$ cat src/rtl/core/assert_macros.svh
// Assertion macros shared by the generator RTL.
// Depends on nothing; files that assert include it by bare name.
`ifndef ASSERT_MACROS_SVH
`define ASSERT_MACROS_SVH

// Concurrent check on the rising clock edge, off while reset is asserted.
`define PSDES_ASSERT(label, prop, msg) \
  label: assert property (@(posedge clk) disable iff (!rst_n) prop) else $error(msg);

// Implication checked in the cycle after the trigger.
`define PSDES_ASSERT_NEXT(label, trig, cons, msg) \
  label: assert property (@(posedge clk) disable iff (!rst_n) (trig) |=> (cons)) \
    else $error(msg);

`endif

$ cat src/rtl/core/psdes_pkg.sv
// Types, codes and round constants of the pseudo-DES counter hash generator.
// Depends on nothing; used by the round cell and the top level.
package psdes_pkg;

  localparam int unsigned NUM_ROUNDS = 4;
  localparam int unsigned WORD_W     = 32;
  localparam int unsigned HALF_W     = 16;

  // Operation codes carried on in_func
  typedef enum logic [1:0] {
    FUNC_NEXT32 = 2'd0,
    FUNC_NEXT64 = 2'd1,
    FUNC_HASH   = 2'd2,
    FUNC_NONE   = 2'd3
  } func_t;

  // Configuration register indexes
  localparam logic CFG_START_SEQ = 1'b0;
  localparam logic CFG_START_CTR = 1'b1;

  localparam logic [WORD_W-1:0] MIX_C1 [NUM_ROUNDS] =
    '{32'hBAA96887, 32'h1E17D32C, 32'h03BCDC3C, 32'h0F33D1B2};
  localparam logic [WORD_W-1:0] MIX_C2 [NUM_ROUNDS] =
    '{32'h4B0F3B58, 32'hE874F0C3, 32'h6955C5A6, 32'h55A7CA46};

  // Data handed from one round cell to the next
  typedef struct packed {
    logic              valid;
    func_t             func;
    logic [WORD_W-1:0] a;    // word fed to the next round
    logic [WORD_W-1:0] b;    // word the next round output is XORed into
  } cell_bus_t;

  // One pseudo-DES mixing round
  function automatic logic [WORD_W-1:0] psdes_round(
    input logic [WORD_W-1:0] w,
    input logic [WORD_W-1:0] c1,
    input logic [WORD_W-1:0] c2
  );
    logic [WORD_W-1:0] x;
    logic [HALF_W-1:0] lo;
    logic [HALF_W-1:0] hi;
    logic [WORD_W-1:0] lo_sq;
    logic [WORD_W-1:0] hi_sq;
    logic [WORD_W-1:0] lo_hi;
    logic [WORD_W-1:0] mix;
    logic [WORD_W-1:0] swp;
    x     = w ^ c1;
    lo    = x[HALF_W-1:0];
    hi    = x[WORD_W-1:HALF_W];
    lo_sq = lo * lo;
    hi_sq = hi * hi;
    lo_hi = lo * hi;
    mix   = lo_sq + ~hi_sq;
    swp   = {mix[HALF_W-1:0], mix[WORD_W-1:HALF_W]};
    return (swp ^ c2) + lo_hi;
  endfunction

endpackage

$ cat src/rtl/core/psdes_round_cell.sv
// One round cell of the mixing chain: applies its round and registers the pair.
// Depends on psdes_pkg.
module psdes_round_cell
  import psdes_pkg::*;
#(
  parameter int unsigned RND = 0
) (
  input  logic      clk,
  input  logic      rst_n,
  input  logic      advance,
  input  cell_bus_t bus_in,
  output cell_bus_t bus_out
);

  cell_bus_t bus_r;
  cell_bus_t bus_nxt;

  // Mix the fed word, fold it into the other word, swap roles
  always_comb begin
    bus_nxt       = bus_in;
    bus_nxt.a     = bus_in.b ^ psdes_round(bus_in.a, MIX_C1[RND], MIX_C2[RND]);
    bus_nxt.b     = bus_in.a;
  end

  // Clear valid under reset, otherwise advance the pair with the chain
  always_ff @(posedge clk) begin
    if (!rst_n) begin
      bus_r.valid <= 1'b0;
    end else if (advance) begin
      bus_r <= bus_nxt;
    end
  end

  assign bus_out = bus_r;

endmodule

$ cat config.mk
export PLATFORM = sky130hd
export DESIGN_NAME = psdes_round_cell
export DESIGN_NICKNAME = d
export VERILOG_FILES = /design/src/rtl/core/assert_macros.svh /design/src/rtl/core/psdes_pkg.sv /design/src/rtl/core/psdes_round_cell.sv
export SDC_FILE = /design/constraint.sdc
export NUM_CORES = 2
export LEC_CHECK = 0
export ABC_AREA = 1
export BUFFER_PORTS_ARGS = -buffer_cell sky130_fd_sc_hd__buf_2
export CAP_MARGIN = 20
export CORE_MARGIN = 2
export CORE_UTILIZATION = 50
export DETAILED_ROUTE_END_ITERATION = 7
export GPL_TIMING_DRIVEN = 0
export PLACE_DENSITY = 0.64
export SYNTH_ARGS = -nofsm -noshare
export SYNTH_HDL_FRONTEND = slang
export SYNTH_SLANG_ARGS = --single-unit
export TNS_END_PERCENT = 100
$ cat constraint.sdc
create_clock -name clk -period 19.94 [get_ports clk]
set_input_delay 3.988 -clock clk [delete_from_list [all_inputs] [get_ports clk]]
set_output_delay 3.988 -clock clk [all_outputs]
set_load 0.005 [all_outputs]
==> results.txt <==
----------------------------------------------------
[Timing]
  Maximum operating frequency ... 55.16 MHz
  Period utilisation layout ... 90.92%
  Finish-stage setup viols ... 0
  Worst clock skew ... 0 ns
  Minimum hold slack ... 0.5372 ns
  Max-Slew Margin vs Limit ... 16.20%
  Setup TNS ... 0 ns
  Total count of max-transition violations in the final report ... 0
  Final number of hold-violating endpoints ... 0
  Final critical delay including setup and external delays ... 18.13 ns
  Transition time of the tightest slew-check pin ... 1.257 ns
  RSZ-0062 raised after global routing ... false

[Cells and area]
  Fillers ... around 5400
  Area occupied by multi-input gates ... between 20000 and 25000 µm²
  Area growth, synth to finish ... 7.045%
  Finished Layout Cells ... between 4000 and 5000
  Fraction of layout instances using a drive strength above 1 ... 5.769%
  Number of diodes ... 0
  Total Nets Final ... 4518
  Sequential cell area ... 2002 µm²
  Design area ... 29830 µm²
  Flip-flop count of the largest register, all copies and words added ... 67

[Floorplanning]
  Horizontal die dimension ... between 200 and 250 µm
  Core footprint ... 55090 µm²
  I/O pin total ... 137
  Vertical die dimension ... 240.1 µm
  Die Outline Area ... roughly 58000 µm²
  Std cell rows ... 86
  Starting utilization of the core area ... between 50% and 60%

[Run status]
  Run status ... complete, no violations

[Worst hold path]
  Hold Crit Start ... bus_out[66]
  Capture endpoint of the worst hold path ... bus_out[66]
  Hold Path Stages ... 2
  HP Class ... reg -> reg

[Setup path]
  Slowest stage cell, crit path ... clkinv_1
  Critical Path Sink Type ... flip-flop
  Crit path launch type ... primary input
  Capture point of the worst reg-to-reg path ... bus_out[66]
  Data required time at the worst endpoint ... approximately 20 ns
  Setup slack on the worst flop-to-flop path ... ~19 ns
  Largest stage delay on the critical path ... 0.66 ns
  CP most frequent cell ... fa_1
  RR Startpoint ... bus_out[66]
  Critical Setup Path Class ... in -> reg
  Cells on worst reg2reg path ... 2
  Critical path arrival ... 18.40 ns
  Top fanout value on the critical path ... 10

[Synth]
  Number of unique standard cell types used by synthesis ... 42
  Syn nets ... 4370
  Area of the mapped netlist ... 27870 µm²
  Cell types with the largest area share after synthesis ... fa_1, ha_1, inv_1
  Share of synthesized registers carrying an async set or reset ... 0%
  Cell with the most instances after synthesis ... inv_1
  Post-synth EDFFs ... 66
  Syn_area_per_cell ... between 8 and 9 µm²
  Synth cell count leaders ... inv_1, nand2_1, fa_1
  Library cell with the largest summed area after synthesis ... fa_1
  Share of Yosys cell area claimed by the top area cell type ... 41.45%
  Number of synthesized register bits ... 67
  Ys Warns ... 0
  Mapped Cells ... 3418
  Register area share after synthesis ... 7.184%
  Most common flop cell mapped by yosys ... edfxtp_1

[CTS]
  Clock tree from TritonCTS ... built
  CTS Hold Bufs ... 0
  Library cell used as clock root buffer ... clkbuf_16
  Insertion delay of the later-clocked pin in the worst-skew pair ... 0.38 ns
  Buffer count from post-CTS setup fixing ... 0
  TritonCTS buffer count ... 9
  Maximum level of the CTS H-tree ... 3
  CTS clock-pin slew for the worst setup and hold paths ... 0.08 ns
  Number of gates resized after CTS ... 0
  Number of buffers on the longest clock path ... 2
  Clock Sink Count ... 67

[Route]
  Remaining design rule violation count ... 0
  DRC marker count from the first detailed-route iteration ... 2053
  Total Routed Length ... 86870 µm
  ANT nets after route ... 0
  Average wire per standard cell ... 20.11 µm
  Post-detailed-route via-to-cell ratio ... 5.217
  First-pass detailed-route iteration total ... 5
  Total number of vias ... 22530

[GRT]
  Met2 global-route usage ... between 50% and 60%
  GR Util met3 ... 6.544%
  Antenna violations before repair ... 1
  Vias in the first global route ... 23730
  Total global routing track utilization ... 31.93%
  Global route overflow ... 0
  Most Crowded Layer GR ... met2
  GR met1 Demand/Resource ... 42.53%
  Wire length of the first global-routing pass ... 135200 µm
  Pin count of the biggest net entering global routing ... between 40 and 50

[Place]
  Placed cell count ... 4303
  I/O Buffers ... about 140
  Post-detail-place hpwl ... approximately 73000 µm
  Routability cong. ... 0.9911
  Post-DP Area ... between 20000 and 30000 µm²

[Job]
  Max-cap violation count ... 0

----------------------------------------------------
-- stage by stage --
stage	setup slack (ns)	util, %
final	1.810	54.14
after CTS	1.961	54.14
after global placement	1.504	53.51
after detailed placement	1.595	53.55
after floorplan	4.471	-
after global routing	1.193	54.14
-- cell usage in the layout (no fill, tap or decap), types with 2 or more instances in the layout --
cell type,n
inv_6,3
o21a_1,4
clkbuf_1,75
nor2_1,323
nand4_1,22
o21ai_1,14
clkbuf_16,9
nand2_2,11
xor2_1,79
o21ai_0,29
edfxtp_1,66
buf_2,141
nor2_2,6
a21boi_1,2
xnor2_1,35
a31o_2,3
a21o_1,16
inv_2,13
nand3b_1,4
fa_1,577
bufinv_16,2
buf_1,13
nand3_1,71
o21ai_2,5
ha_1,305
nand2_1,623
o21bai_1,14
nor3_1,17
clkinv_1,16
a21oi_2,2
or2_1,2
or2_2,3
inv_1,955
nor4_1,3
a21oi_1,94
-- layout make-up --
| class | count | share of cell area [%] |
|---|---|---|
| inverters | 985 | 12.40 |
| well taps | 748 | 3.138 |
| clock buffers | 9 | 0.7550 |
| plain buffers | 93 | 1.191 |
| flip-flops and latches | 67 | 6.711 |
| clock inverters | 7 | 0.3314 |
| repair buffers | 137 | 2.349 |
| multi-input cells | 2273 | 73.12 |
-- how the worst max path moves through the flow --
stage	end	start	cells after the start
3_3_place_gp	bus_out[63]	bus_in[58]	51
5_1_grt	bus_out[63]	bus_in[58]	53
6_report	bus_out[63]	bus_in[58]	51
4_1_cts	bus_out[63]	bus_in[58]	51
3_5_place_dp	bus_out[63]	bus_in[58]	51
2_1_floorplan	bus_out[51]	bus_in[56]	50
-- layer usage --
layer  vias to the layer above  wire length [µm]  part of all wire (%)
met5                         -                 0                     0
met2                      1082             39490                    45
met4                         0              4023                   4.6
li1                      10230                 -                     -
met1                     11030             34950                    40
met3                       187              8405                   9.7
-- worst max-delay path: cells and delay by family --
family	cells	cell delay, ns
AND/OR/NAND/NOR	12	1.75
AO/OA/AOI/OAI	8	1.80
buffers and inverters	13	2.54
adder cells (fa/ha/maj)	17	7.82
XOR/XNOR	1	0.48
-- cell families after synthesis --
family	after synthesis	share of synthesized area (%)
xor+xnor	114	3.583
flops	67	7.184
fa+ha+maj	882	55.15
buf+inv	1078	14.54
compound gates	186	3.835
simple gates	1091	15.71
Power is not shown: default switching activity piles up to over one toggle a cycle in this logic, so the estimate is an artifact.
